**config.mk**
```make
export PLATFORM = sky130hd
export DESIGN_NAME = coastdown_load_test_sequencer
export DESIGN_NICKNAME = d
export VERILOG_FILES = /design/src/hdl/cdls_pkg.sv /design/src/hdl/cdls_csr.sv /design/src/hdl/cdls_step.sv /design/src/hdl/coastdown_load_test_sequencer.sv
export SDC_FILE = /design/constraint.sdc
export NUM_CORES = 1
export LEC_CHECK = 0
export BUFFER_PORTS_ARGS = -buffer_cell sky130_fd_sc_hd__buf_2
export CORE_MARGIN = 3
export CORE_UTILIZATION = 25
export CTS_BUF_LIST = sky130_fd_sc_hd__clkbuf_4 sky130_fd_sc_hd__clkbuf_8 sky130_fd_sc_hd__clkbuf_16
export DETAILED_ROUTE_END_ITERATION = 7
export GPL_TIMING_DRIVEN = 0
export HOLD_SLACK_MARGIN = 0.12
export PLACE_DENSITY = 0.49
export SETUP_SLACK_MARGIN = 0.02
export SLEW_MARGIN = 30
export SYNTH_ARGS = -nofsm -noshare
export SYNTH_HDL_FRONTEND = slang
export SYNTH_SLANG_ARGS = --single-unit
export TNS_END_PERCENT = 10
```
**constraint.sdc**
```tcl
create_clock -name clock -period 3.1 [get_ports clock]
set_input_delay 0.155 -clock clock [delete_from_list [all_inputs] [get_ports clock]]
set_output_delay 0.155 -clock clock [all_outputs]
set_load 0.05 [all_outputs]
```
**src/hdl/cdls_pkg.sv**
```systemverilog
`default_nettype none
package cdls_pkg;

   localparam int REQ_DATA_W  = 40;
   localparam int RSP_DATA_W  = 32;
   localparam int CSR_INDEX_W = 3;
   localparam int CSR_DATA_W  = 14;
   localparam int SPEED_W     = 14;
   localparam int MARGIN_W    = 11;

   localparam logic [1:0] MODE_START = 2'd0;
   localparam logic [1:0] MODE_TICK  = 2'd1;
   localparam logic [1:0] MODE_STOP  = 2'd2;

   localparam logic [CSR_INDEX_W-1:0] REG_UPPER_SPEED  = 3'd0;
   localparam logic [CSR_INDEX_W-1:0] REG_LOWER_SPEED  = 3'd1;
   localparam logic [CSR_INDEX_W-1:0] REG_LOAD_POWER   = 3'd2;
   localparam logic [CSR_INDEX_W-1:0] REG_UPPER_MARGIN = 3'd3;
   localparam logic [CSR_INDEX_W-1:0] REG_LOWER_MARGIN = 3'd4;

   localparam logic [MARGIN_W-1:0] UPPER_MARGIN_RESET = 11'd200;
   localparam logic [MARGIN_W-1:0] LOWER_MARGIN_RESET = 11'd300;

   localparam logic [SPEED_W-1:0] SPEED_MAX  = 14'h3FFF;
   // 5 km/h in units of 0.01 km/h.
   localparam logic [15:0]        STOP_SPEED = 16'd500;

   localparam logic [2:0] PHASE_CODE_IDLE  = 3'd0;
   localparam logic [2:0] PHASE_CODE_BEAM  = 3'd1;
   localparam logic [2:0] PHASE_CODE_ACCEL = 3'd2;
   localparam logic [2:0] PHASE_CODE_SLIP  = 3'd3;
   localparam logic [2:0] PHASE_CODE_DONE  = 3'd4;
   localparam logic [2:0] PHASE_CODE_ERROR = 3'd5;

   typedef enum logic [5:0] {
      PH_IDLE  = 6'b000001,
      PH_BEAM  = 6'b000010,
      PH_ACCEL = 6'b000100,
      PH_SLIP  = 6'b001000,
      PH_DONE  = 6'b010000,
      PH_ERROR = 6'b100000
   } phase_type;

   typedef struct packed {
      logic [SPEED_W-1:0]  upper_speed;
      logic [SPEED_W-1:0]  lower_speed;
      logic [MARGIN_W-1:0] upper_margin;
      logic [MARGIN_W-1:0] lower_margin;
   } cfg_type;

   typedef struct packed {
      logic [1:0]  mode;
      logic        comm_ok;
      logic        beam_down;
      logic [15:0] speed;
      logic [15:0] timer_ms;
   } item_type;

   typedef struct packed {
      phase_type          phase;
      logic               error;
      logic [SPEED_W-1:0] upper_thr;
      logic [SPEED_W-1:0] lower_thr;
      logic [15:0]        load_time;
   } state_type;

   typedef struct packed {
      logic cmd_control_off;
      logic cmd_setup;
      logic cmd_motor_on;
      logic cmd_motor_off;
      logic cmd_timer_start;
      logic cmd_timer_stop;
      logic cmd_power_mode_on;
      logic finished;
   } cmd_type;

   function automatic logic [2:0] phase_code(input phase_type ph);
      logic [2:0] code;
      unique case (ph)
         PH_IDLE:  code = PHASE_CODE_IDLE;
         PH_BEAM:  code = PHASE_CODE_BEAM;
         PH_ACCEL: code = PHASE_CODE_ACCEL;
         PH_SLIP:  code = PHASE_CODE_SLIP;
         PH_DONE:  code = PHASE_CODE_DONE;
         PH_ERROR: code = PHASE_CODE_ERROR;
         default:  code = PHASE_CODE_IDLE;
      endcase
      return code;
   endfunction

endpackage
`default_nettype wire

```
**src/hdl/cdls_csr.sv**
```systemverilog
`default_nettype none
module cdls_csr (
   input  wire logic                                clock,
   input  wire logic                                reset,
   input  wire logic                                csr_valid,
   output logic                                     csr_ready,
   input  wire logic [cdls_pkg::CSR_INDEX_W-1:0]    csr_index,
   input  wire logic [cdls_pkg::CSR_DATA_W-1:0]     csr_data,
   output cdls_pkg::cfg_type                        cfg
);

   cdls_pkg::cfg_type cfg_ff, cfg_in;

   assign csr_ready = 1'b1;
   assign cfg       = cfg_ff;

   always_comb begin
      cfg_in = cfg_ff;
      if (csr_valid) begin
         unique case (csr_index)
            cdls_pkg::REG_UPPER_SPEED:  cfg_in.upper_speed  = csr_data;
            cdls_pkg::REG_LOWER_SPEED:  cfg_in.lower_speed  = csr_data;
            // The power target register is accepted but not stored; nothing here uses it.
            cdls_pkg::REG_LOAD_POWER:   cfg_in = cfg_ff;
            cdls_pkg::REG_UPPER_MARGIN: cfg_in.upper_margin = csr_data[cdls_pkg::MARGIN_W-1:0];
            cdls_pkg::REG_LOWER_MARGIN: cfg_in.lower_margin = csr_data[cdls_pkg::MARGIN_W-1:0];
            default:                    cfg_in = cfg_ff;
         endcase
      end
   end

   always_ff @(posedge clock) begin
      if (reset) begin
         cfg_ff.upper_speed  <= '0;
         cfg_ff.lower_speed  <= '0;
         cfg_ff.upper_margin <= cdls_pkg::UPPER_MARGIN_RESET;
         cfg_ff.lower_margin <= cdls_pkg::LOWER_MARGIN_RESET;
      end else begin
         cfg_ff <= cfg_in;
      end
   end

endmodule
`default_nettype wire

```
**src/hdl/cdls_step.sv**
```systemverilog
`default_nettype none
module cdls_step (
   input  wire cdls_pkg::item_type  item,
   input  wire cdls_pkg::state_type state,
   input  wire cdls_pkg::cfg_type   cfg,
   output cdls_pkg::state_type state_next,
   output cdls_pkg::cmd_type   cmd
);

   logic [cdls_pkg::SPEED_W:0]   upper_sum;
   logic [cdls_pkg::SPEED_W-1:0] upper_thr;
   logic [cdls_pkg::SPEED_W-1:0] lower_thr;

   always_comb begin
      upper_sum = {1'b0, cfg.upper_speed}
                + {{(cdls_pkg::SPEED_W + 1 - cdls_pkg::MARGIN_W){1'b0}}, cfg.upper_margin};
      upper_thr = upper_sum[cdls_pkg::SPEED_W] ? cdls_pkg::SPEED_MAX
                                               : upper_sum[cdls_pkg::SPEED_W-1:0];
      if (cfg.lower_speed > {{(cdls_pkg::SPEED_W - cdls_pkg::MARGIN_W){1'b0}}, cfg.lower_margin})
         lower_thr = cfg.lower_speed
                   - {{(cdls_pkg::SPEED_W - cdls_pkg::MARGIN_W){1'b0}}, cfg.lower_margin};
      else
         lower_thr = '0;
   end

   always_comb begin
      state_next = state;
      cmd        = '0;
      unique case (item.mode)
         cdls_pkg::MODE_START: begin
            state_next.upper_thr = upper_thr;
            state_next.lower_thr = lower_thr;
            state_next.load_time = '0;
            cmd.cmd_control_off  = 1'b1;
            if (!item.comm_ok) begin
               state_next.phase = cdls_pkg::PH_ERROR;
               state_next.error = 1'b1;
            end else begin
               cmd.cmd_setup = 1'b1;
               if (item.beam_down) begin
                  cmd.cmd_motor_on = 1'b1;
                  state_next.phase = cdls_pkg::PH_ACCEL;
               end else begin
                  state_next.phase = cdls_pkg::PH_BEAM;
               end
            end
         end
         cdls_pkg::MODE_TICK: begin
            unique case (state.phase)
               cdls_pkg::PH_BEAM: begin
                  if (!item.comm_ok) begin
                     state_next.phase = cdls_pkg::PH_ERROR;
                     state_next.error = 1'b1;
                  end else if (item.beam_down) begin
                     cmd.cmd_motor_on = 1'b1;
                     state_next.phase = cdls_pkg::PH_ACCEL;
                  end
               end
               cdls_pkg::PH_ACCEL: begin
                  if (!item.comm_ok) begin
                     state_next.phase = cdls_pkg::PH_ERROR;
                     state_next.error = 1'b1;
                  end else if (item.speed > {2'b00, state.upper_thr}) begin
                     cmd.cmd_motor_off     = 1'b1;
                     cmd.cmd_timer_start   = 1'b1;
                     cmd.cmd_power_mode_on = 1'b1;
                     state_next.phase      = cdls_pkg::PH_SLIP;
                  end
               end
               cdls_pkg::PH_SLIP: begin
                  if (!item.comm_ok) begin
                     state_next.phase = cdls_pkg::PH_ERROR;
                     state_next.error = 1'b1;
                  end else if (item.speed > {2'b00, state.lower_thr}) begin
                     state_next.load_time = item.timer_ms;
                  end else if (item.speed < cdls_pkg::STOP_SPEED) begin
                     cmd.cmd_timer_stop  = 1'b1;
                     cmd.cmd_control_off = 1'b1;
                     cmd.finished        = 1'b1;
                     state_next.phase    = cdls_pkg::PH_DONE;
                  end
               end
               default: state_next = state;
            endcase
         end
         cdls_pkg::MODE_STOP: begin
            cmd.cmd_motor_off   = 1'b1;
            cmd.cmd_timer_stop  = 1'b1;
            cmd.cmd_control_off = 1'b1;
            state_next.phase    = cdls_pkg::PH_IDLE;
         end
         default: state_next = state;
      endcase
   end

endmodule
`default_nettype wire

```
**src/hdl/coastdown_load_test_sequencer.sv**
```systemverilog
// Constant-load coast-down test sequencer for a chassis dynamometer.
// req channel: one beat per step. req_tuser carries the mode (start, tick or
// stop); req_tdata carries the device access result, the beam-down bit, the
// roller speed and the timer 1 reading. rsp channel: exactly one beat per
// request beat, in order, carrying the phase, the sticky error code, the load
// time and the command pulses for that step. csr channel: register writes,
// always ready, to be issued only while no request is in flight.
// A request beat that is taken lands in the input register, is evaluated there
// and is stored in the result register, which drives rsp.
// Throughput: one beat per cycle. The whole step is one pass of compare logic
// between the input register and the result register, with the sequencer state
// updated in the same edge; beats never wait on each other unless rsp stalls.
// A stalled rsp beat holds; one more request is absorbed into the input
// register, after which req_tready falls until rsp_tready returns.
// Reset (synchronous, active high) empties both registers, returns the
// sequencer to idle with no error and zero thresholds and load time, and loads
// the margins with their defaults (2 km/h above, 3 km/h below).
`default_nettype none
module coastdown_load_test_sequencer (
   input  wire logic                                clock,
   input  wire logic                                reset,
   input  wire logic                                req_tvalid,
   output logic                                     req_tready,
   // [0] comm_ok, [1] beam_down, [17:2] speed, [33:18] timer_ms, [39:34] zero
   input  wire logic [cdls_pkg::REQ_DATA_W-1:0]     req_tdata,
   // [1:0] mode
   input  wire logic [1:0]                          req_tuser,
   output logic                                     rsp_tvalid,
   input  wire logic                                rsp_tready,
   // [2:0] phase, [3] error_code, [19:4] load_time, [20] cmd_control_off,
   // [21] cmd_setup, [22] cmd_motor_on, [23] cmd_motor_off,
   // [24] cmd_timer_start, [25] cmd_timer_stop, [26] cmd_power_mode_on,
   // [27] finished, [31:28] zero
   output logic [cdls_pkg::RSP_DATA_W-1:0]          rsp_tdata,
   input  wire logic                                csr_valid,
   output logic                                     csr_ready,
   input  wire logic [cdls_pkg::CSR_INDEX_W-1:0]    csr_index,
   input  wire logic [cdls_pkg::CSR_DATA_W-1:0]     csr_data
);

   cdls_pkg::cfg_type   cfg;
   cdls_pkg::item_type  item_ff, item_in;
   cdls_pkg::state_type state_ff, state_next;
   cdls_pkg::cmd_type   cmd;
   logic                item_valid_ff, item_valid_in;
   logic                rsp_valid_ff, rsp_valid_in;
   logic [cdls_pkg::RSP_DATA_W-1:0] rsp_data_ff, rsp_data_in;
   logic                advance;
   logic                req_take;

   cdls_csr u_csr (
      .clock     (clock),
      .reset     (reset),
      .csr_valid (csr_valid),
      .csr_ready (csr_ready),
      .csr_index (csr_index),
      .csr_data  (csr_data),
      .cfg       (cfg)
   );

   cdls_step u_step (
      .item       (item_ff),
      .state      (state_ff),
      .cfg        (cfg),
      .state_next (state_next),
      .cmd        (cmd)
   );

   assign advance    = item_valid_ff && (!rsp_valid_ff || rsp_tready);
   assign req_tready = !item_valid_ff || advance;
   assign req_take   = req_tvalid && req_tready;
   assign rsp_tvalid = rsp_valid_ff;
   assign rsp_tdata  = rsp_data_ff;

   always_comb begin
      item_valid_in = item_valid_ff;
      item_in       = item_ff;
      if (req_take) begin
         item_valid_in     = 1'b1;
         item_in.mode      = req_tuser;
         item_in.comm_ok   = req_tdata[0];
         item_in.beam_down = req_tdata[1];
         item_in.speed     = req_tdata[17:2];
         item_in.timer_ms  = req_tdata[33:18];
      end else if (advance) begin
         item_valid_in = 1'b0;
      end

      rsp_valid_in = rsp_valid_ff;
      rsp_data_in  = rsp_data_ff;
      if (advance) begin
         rsp_valid_in = 1'b1;
         rsp_data_in  = {4'b0000, cmd.finished, cmd.cmd_power_mode_on, cmd.cmd_timer_stop,
                         cmd.cmd_timer_start, cmd.cmd_motor_off, cmd.cmd_motor_on,
                         cmd.cmd_setup, cmd.cmd_control_off, state_next.load_time,
                         state_next.error, cdls_pkg::phase_code(state_next.phase)};
      end else if (rsp_tready) begin
         rsp_valid_in = 1'b0;
      end
   end

   always_ff @(posedge clock) begin
      if (reset) begin
         item_valid_ff      <= 1'b0;
         rsp_valid_ff       <= 1'b0;
         state_ff.phase     <= cdls_pkg::PH_IDLE;
         state_ff.error     <= 1'b0;
         state_ff.upper_thr <= '0;
         state_ff.lower_thr <= '0;
         state_ff.load_time <= '0;
      end else begin
         item_valid_ff <= item_valid_in;
         rsp_valid_ff  <= rsp_valid_in;
         if (advance) begin
            state_ff <= state_next;
         end
      end
   end

   always_ff @(posedge clock) begin
      item_ff     <= item_in;
      rsp_data_ff <= rsp_data_in;
   end

endmodule
`default_nettype wire

```
==> metrics.cfg, run 1 <==
[setup_path]
cp.arrival_ps = 3190
path_max_fanout = 10
crit_required_ps = 3430
criticalPathCategory = reg2reg
cp_slowest_stage_delay_ps = 580
slowest_stage = or4_1
critPathBufInv = 1
cpLargestDelayFamily = simple AND/OR/NAND/NOR gates
cp_cell_sequence = ha_1 > nand4_1 > or4_1 > o21ai_1 > or2_4 > buf_2 > nand3_1 > a311oi_1
r2r_start = item_ff[29]
cp-start-kind = flop
worst_r2r_path_depth = 8
rrSetupSlack_ps = 240
rr_endpoint = state_ff[0]
end_kind = flop

[synthesis]
synth_enable_flop_cells = 63
synth_area_sq_um = 8278
synth_area_leaders = dfxtp_1 25%, edfxtp_1 23%, ha_1 8.3%
yosysTopAreaCellShare_pct = 24.91
syn_area_per_cell_sq_um = 9.147
ys_warn_count = 0
synth_top_area_cell = dfxtp_1
synthFlopType = dfxtp_1
yosysSeqAreaShare_pct = 47.76
syn-instance-count = 905
synth_cell_types = 71
synth_seq_cells = 166
synthArstFlopShare_pct = 0

[timing]
totalNegativeSetupSlack_ps = 0
hold_slack_ps = 334.4
timing.fmax_mhz = 350.2
finalMaxSlewViolations = 0
finClkSkew_ps = 11.98
max_slew_margin_pct = 50.06
fin_crit_sh_pct = 92.12
rsz0062_at_grt = no
setup_violations = 0
tightest_slew_ps = 749.2
period_needed_ps = 2856
setup_ws_ps = 244.4
hold_viol = 0

[worst_hold_path]
hp-start = reset
hold_class = in2reg
min_path_cells = 3
holdPathEnd = state_ff[27]

[cells_and_area]
drive_gt1_share_pct = 13.57
fillers = 3468
nNetsFinal = 1191
fin_cells = 1525
stdcell_area_sq_um = 10470
insertedDiodeCount = 0
final_util_pct = 32.11
synthToLayoutAreaGrowth_pct = 26.51

[die]
core-area_sq_um = 32620
ios = 99
dieWidth_um = 188.0
rows = 66
dieArea_sq_um = 35330
start_util_pct = 25.38
die_h_um = 188.0

[route]
ant_nets = 0
route.detailed.drc = 0
vias = 6876
totalWireLength_um = 22500
dr.pass1.iters = 5
wire_per_inst_um = 14.76
first_iter_violations = 367
viasPerCell = 4.509

[global_routing]
grt_usage_pct = 12.68
grt_pass1_wl_um = 35740
grt-ovfl-total = 0
grt_util_met2_pct = 19.53
grt_use_met1_pct = 18.30
busiest_layer = met2
grt_pass1_vias = 6596
antenna_found_initial = 0
grt_max_degree = 37
use_met3_pct = 2.599

[placement]
place_area_sq_um = 9304
portBuffers = 86
gp_congestion = 0.8201
placed_cells = 1437
dp_hpwl_um = 16760
pre_cts_ws_ps = -20.50

[power]
p_total_mw = 5.108
power_density_nw_per_um2 = 487.7
ir_drop_mv = 0.3846
power_leakage_nw = 4.064

[status]
status = finished clean

[cts]
clock-sinks = 166
cts-root-buf = clkbuf_16
insertion_delay_ps = 430
cts_setup_buffers = 0
cts_tree = yes
h-tree-depth = 4
clk_transition_reported_paths_ps = 70
cts_buffers = 17
cts_max_path_buffers = 2

[job]
max-cap-violations = 0

-- state kept, by name (all words and copies together), names as in the netlist --
signal	count
item_valid_ff	1
item_ff	36
rsp_tvalid	1
rsp_tdata	27
state_ff	51
u_csr.cfg	50
-- cell usage after synthesis (8+ instances only) --
| cell | n |
|---|---|
| dfxtp_1 | 103 |
| o21ai_0 | 31 |
| a311oi_1 | 17 |
| a211o_1 | 8 |
| ha_1 | 55 |
| nand3b_1 | 14 |
| a21oi_1 | 91 |
| nand3_1 | 28 |
| xnor2_1 | 8 |
| or2_2 | 8 |
| inv_1 | 55 |
| clkbuf_1 | 31 |
| a22oi_1 | 9 |
| nor3_1 | 11 |
| edfxtp_1 | 63 |
| nand2_1 | 173 |
| nor2_1 | 58 |
-- what timing repair did --
action / CTS / global route
hold endpoints to repair: 88 / 0
endpoints found under the setup margin: 10 / 21
hold buffers: 57 / 0
cloned: 0 / 0
resized for setup: 1 / 3
pin swaps: 0 / 0
-- worst max-delay path by stage --
stage,start,slack [ps],to,cells past startpoint
after detailed placement,item_ff[29],-20,state_ff[6],10
after global routing,item_ff[29],30,state_ff[5],8
after CTS,item_ff[29],40,state_ff[8],9
after global placement,item_ff[29],-2,state_ff[1],10
final,item_ff[29],240,state_ff[0],8
after floorplan,item_ff[28],530,state_ff[0],10
-- worst register-to-register path: cells and delay by family, from the launching register on --
kind | cells | cell delay (ps)
AND/OR/NAND/NOR | 4 | 1150
AO/OA/AOI/OAI | 2 | 570
flip-flops | 1 | 460
adder cells (fa/ha/maj) | 1 | 330
buffers and inverters | 1 | 240
-- power by group --
part           leakage, nW  internal [mW]  switching [mW]
combinational         2.34          0.217           0.350
sequential            1.44           2.35          0.0478
clock                0.283           1.24           0.904
total                 4.06           3.81            1.30
-- metal layers --
layer,share of wire [%],vias to the layer above,routed length (um)
met5,0,-,0
met4,0.70,0,157
met3,4.4,9,1001
met2,44,150,9820
met1,51,3184,11530
li1,-,3533,-
-- area by class of cell --
class                           count  area (sq um)  share of cell area, %
Timing Repair Buffer              144          1028                  9.821
Multi-Input combinational cell    642          3949                  37.71
Clock buffer                       21         461.7                  4.409
Clock inverter                     11         126.4                  1.207
Tap cell                          442         553.0                  5.281
Sequential cell                   166          3954                  37.75
Inverter                           56         210.2                  2.007
Buffer                             43         190.2                  1.816
-- layout by cell type (no fill, tap or decap), types with 9 or more instances in the layout --
cell | Yosys | routed
clkbuf_16 | 0 | 17
a21oi_1 | 91 | 91
clkbuf_1 | 31 | 29
dlygate4sd3_1 | 0 | 57
nand2_1 | 173 | 173
nand3_1 | 28 | 28
nand3b_1 | 14 | 14
dfxtp_1 | 103 | 103
buf_2 | 4 | 90
ha_1 | 55 | 55
a311oi_1 | 17 | 17
a22oi_1 | 9 | 9
nor2_1 | 58 | 58
nor3_1 | 11 | 11
o21ai_0 | 31 | 30
edfxtp_1 | 63 | 63
inv_1 | 55 | 55
-- cells by family after synthesis --
group	Yosys count	synth area share (%)
multiplexers	3	0.3628
AO/OA/AOI/OAI	218	17.29
buffers and inverters	100	4.867
other	2	0.09072
XOR/XNOR	15	1.587
adder cells (fa/ha/maj)	57	8.797
AND/OR/NAND/NOR	344	19.24
flip-flops	166	47.76
No activity file was read; power rests on OpenSTA's default activity.
==> run 2, diff against run 1 <==
--- a/config.mk
+++ b/config.mk
@@ -7,12 +7,11 @@
 export LEC_CHECK = 0
 export BUFFER_PORTS_ARGS = -buffer_cell sky130_fd_sc_hd__buf_2
 export CORE_MARGIN = 3
-export CORE_UTILIZATION = 25
+export CORE_UTILIZATION = 40
 export CTS_BUF_LIST = sky130_fd_sc_hd__clkbuf_4 sky130_fd_sc_hd__clkbuf_8 sky130_fd_sc_hd__clkbuf_16
 export DETAILED_ROUTE_END_ITERATION = 7
-export GPL_TIMING_DRIVEN = 0
 export HOLD_SLACK_MARGIN = 0.12
-export PLACE_DENSITY = 0.49
+export PLACE_DENSITY = 0.66
 export SETUP_SLACK_MARGIN = 0.02
 export SLEW_MARGIN = 30
 export SYNTH_ARGS = -nofsm -noshare
==> run 2 against run 1 <==
  * Die area fell by 36%
  * Largest power group unchanged
  * Via count fell by 2.0%
  * Non-clock buffer count fell by 40
==> metrics.cfg, run 2 (synthesis results as in run 1) <==
[route]
first_iter_violations = 370  ; was 367
totalWireLength_um = 19490  ; was 22500 um
wire_per_inst_um = 14.90  ; was 14.76 um
vias = 6736  ; was 6876
viasPerCell = 5.150  ; was 4.509
route.detailed.drc = 0  ; unchanged
dr.pass1.iters = 6  ; was 5
ant_nets = 0  ; unchanged

[cts]
insertion_delay_ps = 430  ; about the same
cts_max_path_buffers = 2  ; unchanged
clock-sinks = 166  ; unchanged
clk_transition_reported_paths_ps = 70  ; about the same
cts-root-buf = clkbuf_16  ; unchanged
cts_tree = yes  ; unchanged
h-tree-depth = 4  ; unchanged
cts_buffers = 17  ; unchanged

[placement]
dp_hpwl_um = 13510  ; was 16760 um
portBuffers = 87  ; was 86
place_area_sq_um = 8930  ; was 9304 sq um
gp_congestion = 0.9062  ; was 0.8201

[cells_and_area]
largest_reg_flops = 51  ; unchanged
fillers = 1868  ; was 3468
insertedDiodeCount = 0  ; unchanged
multiInputGateArea_sq_um = 3941  ; was 3949 sq um
nNetsFinal = 1151  ; was 1191
regArea_sq_um = 3954  ; unchanged
max_flop_register = state_ff  ; unchanged
synthToLayoutAreaGrowth_pct = 21.33  ; was 26.51%
final_util_pct = 50.45  ; was 32.11%
final_common_cell = nand2_1  ; unchanged
drive_gt1_share_pct = 13.81  ; was 13.57%
final_cell_mix = 173 x nand2_1, 103 x dfxtp_1, 91 x a21oi_1  ; unchanged
stdcell_area_sq_um = 10040  ; was 10470 sq um

[timing]
max_slew_margin_pct = 38.14  ; was 50.06%
fin_crit_sh_pct = 90.47  ; was 92.12%
hold_slack_ps = 263.0  ; was 334.4 ps
hold_viol = 0  ; unchanged
period_needed_ps = 2805  ; was 2856 ps
setup_violations = 0  ; unchanged
finClkSkew_ps = 10.21  ; was 11.98 ps
rsz0062_at_grt = no  ; unchanged
finalMaxSlewViolations = 0  ; unchanged
totalNegativeSetupSlack_ps = 0  ; unchanged
tightest_slew_ps = 924.5  ; was 749.2 ps
timing.fmax_mhz = 356.6  ; was 350.2 MHz

[setup_path]
criticalPathCategory = reg2reg  ; unchanged
slowest_stage = a2111oi_2  ; was or4_1
path_max_fanout = 4  ; was 10
worst_r2r_path_depth = 8  ; unchanged
critPathBufInv = 0  ; was 1
cp_cell_sequence = ha_1 > nor2b_1 > o211ai_1 > a2111oi_2 > o41ai_4 > a21o_2 > or4b_1 > mux2i_1  ; was ha_1 > nand4_1 > or4_1 > o21ai_1 > or2_4 > buf_2 > nand3_1 > a311oi_1
crit_required_ps = 3370  ; was 3430 ps
crit_start = item_ff[17]  ; was item_ff[29]
r2r_start = item_ff[17]  ; was item_ff[29]
cpLargestDelayFamily = compound AO/OA/AOI/OAI gates  ; was simple AND/OR/NAND/NOR gates
end_kind = flop  ; unchanged
cp-start-kind = flop  ; unchanged
cp_slowest_stage_delay_ps = 510  ; was 580 ps
rr_endpoint = rsp_tdata[0]  ; was state_ff[0]
cp.arrival_ps = 3070  ; was 3190 ps
rrSetupSlack_ps = 300  ; was 240 ps

[die]
start_util_pct = 41.58  ; was 25.38%
core-area_sq_um = 19910  ; was 32620 sq um
dieWidth_um = 149.9  ; was 188.0 um
dieArea_sq_um = 22460  ; was 35330 sq um
die_h_um = 149.9  ; was 188.0 um
ios = 99  ; unchanged
rows = 51  ; was 66

[job]
max-cap-violations = 0  ; unchanged

[status]
status = finished clean  ; unchanged

[global_routing]
grt_max_degree = 66  ; was 37
grt-ovfl-total = 0  ; unchanged
grt_pass1_wl_um = 32050  ; was 35740 um
antenna_found_initial = 0  ; unchanged
grt_pass1_vias = 6508  ; was 6596
grt_usage_pct = 17.83  ; was 12.68%

[worst_hold_path]
holdPathEnd = u_csr.cfg[24]  ; was state_ff[27]
hold_class = in2reg  ; unchanged
min_path_cells = 4  ; was 3
hp-start = csr_index[1]  ; was reset

[power]
ir_drop_mv = 0.3791  ; was 0.3846 mV
power_density_nw_per_um2 = 497.6  ; was 487.7 nW/um^2
power_leakage_nw = 3.978  ; was 4.064 nW

## run 2: cell types whose count changed in the layout (fill, tap and decap cells not counted), moves of 2 or more
| cell | previous run | this run |
|---|---|---|
| dlygate4sd3_1 | 57 | 53 |
| clkbuf_1 | 29 | 0 |
| buf_2 | 90 | 87 |
| clkinv_1 | 3 | 1 |
| inv_8 | 0 | 3 |
| clkinv_4 | 4 | 2 |
| buf_1 | 3 | 0 |
| clkbuf_4 | 3 | 1 |
| inv_6 | 1 | 4 |
## run 2: area by class of cell
cell class	count	share of cell area (%)
clock buffers	18	4.310
clock inverters	14	1.420
inverters	56	2.093
multi-input cells	642	39.24
flip-flops and latches	166	39.37
well taps	265	3.301
repair buffers	147	10.27
## run 2: tightest hold or removal path: stages
cell and delay [ps]:
buf_2 110, nor2_1 200, nand2_1 130, a21oi_1 50
## run 2: report_power, final
part	total, mW	internal [mW]	switching, mW
clock	2.06	1.14	0.924
sequential	2.40	2.35	0.0501
combinational	0.532	0.204	0.328
total	5.00	3.70	1.30
## run 2: routing by layer
layer  share of wire (%)  wire length, um  vias up  track usage, %
li1                    -                -     3452               -
met1                  48             9383     3128           23.82
met2                  47             9077      127           29.02
met3                 3.6              694       29           3.210
met4                 1.7              333        0           6.450
met5                   0                0        -               0
## run 2: worst max path at each step
stage | to | slack (ps) | cells past startpoint
6_report | rsp_tdata[0] | 300 | 8
4_1_cts | state_ff[4] | 230 | 9
3_5_place_dp | state_ff[4] | 250 | 9
2_1_floorplan | state_ff[0] | 530 | 10
5_1_grt | state_ff[38] | 30 | 10
3_3_place_gp | state_ff[39] | 370 | 10
## run 2: timing repair
| action | in CTS | in global routing |
|---|---|---|
| endpoints found under the hold margin | 88 | 0 |
| setup endpoints to repair | 0 | 7 |
| hold buffers | 53 | 0 |
| setup buffers | 0 | 0 |
| resized for setup | 0 | 2 |
## run 2: through the flow
stage	instances	setup slack, ps	power, mW
after global routing	1308	25.85	5.220
after floorplan	908	533.7	2.781
after global placement	1223	372.4	2.920
after detailed placement	1223	249.6	2.928
after CTS	1308	229.2	5.042
final	1308	295.4	4.998
==> run 3, diff against run 2 <==
--- a/config.mk
+++ b/config.mk
@@ -12,9 +12,11 @@
 export DETAILED_ROUTE_END_ITERATION = 7
 export HOLD_SLACK_MARGIN = 0.12
 export PLACE_DENSITY = 0.66
+export RECOVER_POWER = 50
 export SETUP_SLACK_MARGIN = 0.02
 export SLEW_MARGIN = 30
 export SYNTH_ARGS = -nofsm -noshare
 export SYNTH_HDL_FRONTEND = slang
+export SYNTH_HIERARCHICAL = 1
 export SYNTH_SLANG_ARGS = --single-unit
 export TNS_END_PERCENT = 10
==> run 3 against run 2 <==
  * The flow now finishes with violations (max-capacitance violations, max-slew violations)
  * Cell count rose by 11%
  * Synthesized area rose by 17%
  * Clock power rose by 6%
  * Worst setup slack got worse by 51 ps
  * Critical endpoint is now item_ff[9]
==> metrics.cfg, run 3 <==
[global_routing]
grt-ovfl-total = 0  ; unchanged
grt_pass1_wl_um = 35370  ; was 32050 um
grt_usage_pct = 16.66  ; was 17.83%
grt_max_degree = 94  ; was 66
antenna_found_initial = 0  ; unchanged
grt_pass1_vias = 6989  ; was 6508

[synthesis]
synth_area_leaders = dfxtp_1 21%, edfxtp_1 20%, mux2i_1 11%  ; was dfxtp_1 25%, edfxtp_1 23%, ha_1 8.3%
yosysTopAreaCellShare_pct = 21.35  ; was 24.91%
synth_cell_types = 73  ; was 71
synthFlopType = dfxtp_1  ; unchanged
synth_enable_flop_cells = 64  ; was 63
synth_seq_cells = 167  ; was 166
yosysSeqAreaShare_pct = 41.25  ; was 47.76%
netlist_top_cells_count = 161 x nand2b_1, 103 x dfxtp_1, 102 x mux2i_1, 68 x nand2_1, 64 x edfxtp_1  ; was 173 x nand2_1, 103 x dfxtp_1, 91 x a21oi_1, 63 x edfxtp_1, 58 x nor2_1
syn_area_per_cell_sq_um = 9.637  ; was 9.147 sq um
syn-instance-count = 1002  ; was 905
synth.most_common_cell = nand2b_1  ; was nand2_1
synth_top_area_cell = dfxtp_1  ; unchanged
ys_warn_count = 6  ; was 0
synthArstFlopShare_pct = 0  ; unchanged
synth_area_sq_um = 9657  ; was 8278 sq um

[cells_and_area]
drive_gt1_share_pct = 10.11  ; was 13.81%
fin_cells = 1447  ; was 1308
insertedDiodeCount = 0  ; unchanged
synthToLayoutAreaGrowth_pct = 17.78  ; was 21.33%
final_common_cell = nand2b_1  ; was nand2_1
largest_reg_flops = 51  ; unchanged
fillers = 2219  ; was 1868
final_cell_mix = 161 x nand2b_1, 103 x dfxtp_1, 102 x mux2i_1  ; was 173 x nand2_1, 103 x dfxtp_1, 91 x a21oi_1
max_flop_register = state_ff  ; unchanged
nNetsFinal = 1235  ; was 1151

[power]
power_leakage_nw = 4.459  ; was 3.978 nW
power_density_nw_per_um2 = 451.8  ; was 497.6 nW/um^2
ir_drop_mv = 0.3261  ; was 0.3791 mV

[die]
core-area_sq_um = 23610  ; was 19910 sq um
ios = 99  ; unchanged
die_h_um = 161.4  ; was 149.9 um
rows = 56  ; was 51
dieArea_sq_um = 26040  ; was 22460 sq um
start_util_pct = 40.90  ; was 41.58%
dieWidth_um = 161.4  ; was 149.9 um

[cts]
insertion_delay_ps = 430  ; about the same
h-tree-depth = 4  ; unchanged
cts_max_path_buffers = 2  ; unchanged
clk_transition_reported_paths_ps = 70  ; about the same
clock-sinks = 167  ; was 166
cts_buffers = 17  ; unchanged
cts-root-buf = clkbuf_16  ; unchanged
cts_tree = yes  ; unchanged

[setup_path]
rr_endpoint = item_ff[9]  ; was rsp_tdata[0]
worst_r2r_path_depth = 3  ; was 8
path_max_fanout = 20  ; was 4
path_depth = 3  ; was 8
cp.arrival_ps = 2970  ; was 3070 ps
cpLargestDelayFamily = compound AO/OA/AOI/OAI gates  ; unchanged
cp-start-kind = flop  ; unchanged
crit_required_ps = 3210  ; was 3370 ps
crit_start = rsp_tvalid  ; was item_ff[17]
cp_slowest_stage_delay_ps = 1560  ; was 510 ps
end_kind = flop  ; unchanged
rrSetupSlack_ps = 240  ; was 300 ps
cp-endpoint = item_ff[9]  ; was rsp_tdata[0]
r2r_start = rsp_tvalid  ; was item_ff[17]
cp_cell_sequence = nor2b_4 > a21oi_1 > buf_4  ; was ha_1 > nor2b_1 > o211ai_1 > a2111oi_2 > o41ai_4 > a21o_2 > or4b_1 > mux2i_1
criticalPathCategory = reg2reg  ; unchanged
critPathBufInv = 1  ; was 0
slowest_stage = a21oi_1  ; was a2111oi_2

[placement]
gp_congestion = 0.8412  ; was 0.9062
pre_cts_ws_ps = 204.3  ; was 249.6 ps
placed_cells = 1364  ; was 1223
dp_hpwl_um = 14940  ; was 13510 um
portBuffers = 87  ; unchanged

[status]
status = finished, violations left  ; was finished clean
violations = max-capacitance violations, max-slew violations

[timing]
totalNegativeSetupSlack_ps = 0  ; unchanged
finalMaxSlewViolations = 18  ; was 0
setup_ws_ps = 244.4  ; was 295.4 ps
max_slew_margin_pct = -39.16  ; was 38.14%
hold_viol = 0  ; unchanged
fin_crit_sh_pct = 92.11  ; was 90.47%
period_needed_ps = 2856  ; was 2805 ps
hold_slack_ps = 141.1  ; was 263.0 ps
finClkSkew_ps = 10.53  ; was 10.21 ps
timing.fmax_mhz = 350.2  ; was 356.6 MHz
tightest_slew_ps = 2087  ; was 924.5 ps
setup_violations = 0  ; unchanged
rsz0062_at_grt = no  ; unchanged

[route]
totalWireLength_um = 21490  ; was 19490 um
viasPerCell = 5.104  ; was 5.150
wire_per_inst_um = 14.85  ; was 14.90 um
dr.pass1.iters = 5  ; was 6
ant_nets = 0  ; unchanged
vias = 7386  ; was 6736
first_iter_violations = 414  ; was 370
route.detailed.drc = 0  ; unchanged

[worst_hold_path]
hold_class = in2reg  ; unchanged

[job]
max-cap-violations = 1  ; was 0

-- run 3: logic make-up after synthesis --
family | Yosys count | synth area share [%]
compound gates | 160 | 11.13
xor+xnor | 20 | 1.814
simple gates | 375 | 22.01
other cells | 2 | 0.07777
flops | 167 | 41.25
fa+ha+maj | 56 | 7.411
mux | 103 | 10.69
buf+inv | 119 | 5.610
-- run 3: power by group --
part,total (mW),internal [mW],switching [mW]
clock,2.19,1.18,1.01
sequential,2.38,2.34,0.0390
combinational,0.563,0.232,0.332
-- run 3: per-stage QoR --
stage | area (sq um) | power [mW] | utilization [%]
global route | 11370 | 5.336 | 48.17
global placement | 10300 | 2.943 | 43.64
finish | 11370 | 5.139 | 48.17
CTS | 11420 | 5.201 | 48.38
floorplan | 9668 | 2.808 | -
detailed placement | 10310 | 2.951 | 43.65
-- run 3: worst reg2reg max path, stage by stage, from the launching register on --
cell and delay [ps]:
dfxtp_1 310, nor2b_4 130, a21oi_1 1560, buf_4 520
-- run 3: per-layer routing --
metal / vias up / track usage (%) / routed length [um]
li1: 3742 / - / -
met2: 175 / 27.65 / 9993
met3: 18 / 2.539 / 883
met5: - / 0 / 0
met4: 0 / 4.693 / 259
met1: 3451 / 22.67 / 10360
-- run 3: final cells by class --
cell class | count | area, sq um | share of cell area, %
multi-input combinational | 719 | 5155 | 45.32
clock inverter | 14 | 178.9 | 1.573
clock buffer | 18 | 439.2 | 3.861
tap | 319 | 399.1 | 3.509
inverter | 61 | 229.0 | 2.013
timing repair buffer | 149 | 988.4 | 8.691
sequential | 167 | 3984 | 35.03
-- run 3: timing repair --
item                                   in CTS  in global routing
setup buffers                               0                  1
endpoints found under the hold margin      66                  0
hold buffers                               50                  0
setup endpoints to repair                   0                  9
gates resized for setup                     0                  1
-- run 3: worst min path at each step --
stage	from	end	slack, ps	depth (start not counted)
floorplan	req_tdata[18]	item_ff[0]	250	0
global placement	req_tdata[25]	item_ff[7]	330	1
detailed placement	req_tdata[16]	item_ff[30]	330	1
CTS	csr_data[4]	u_csr/cfg[26]	130	3
global route	csr_data[4]	u_csr/cfg[26]	150	3
finish	csr_data[9]	u_csr/cfg[20]	140	3
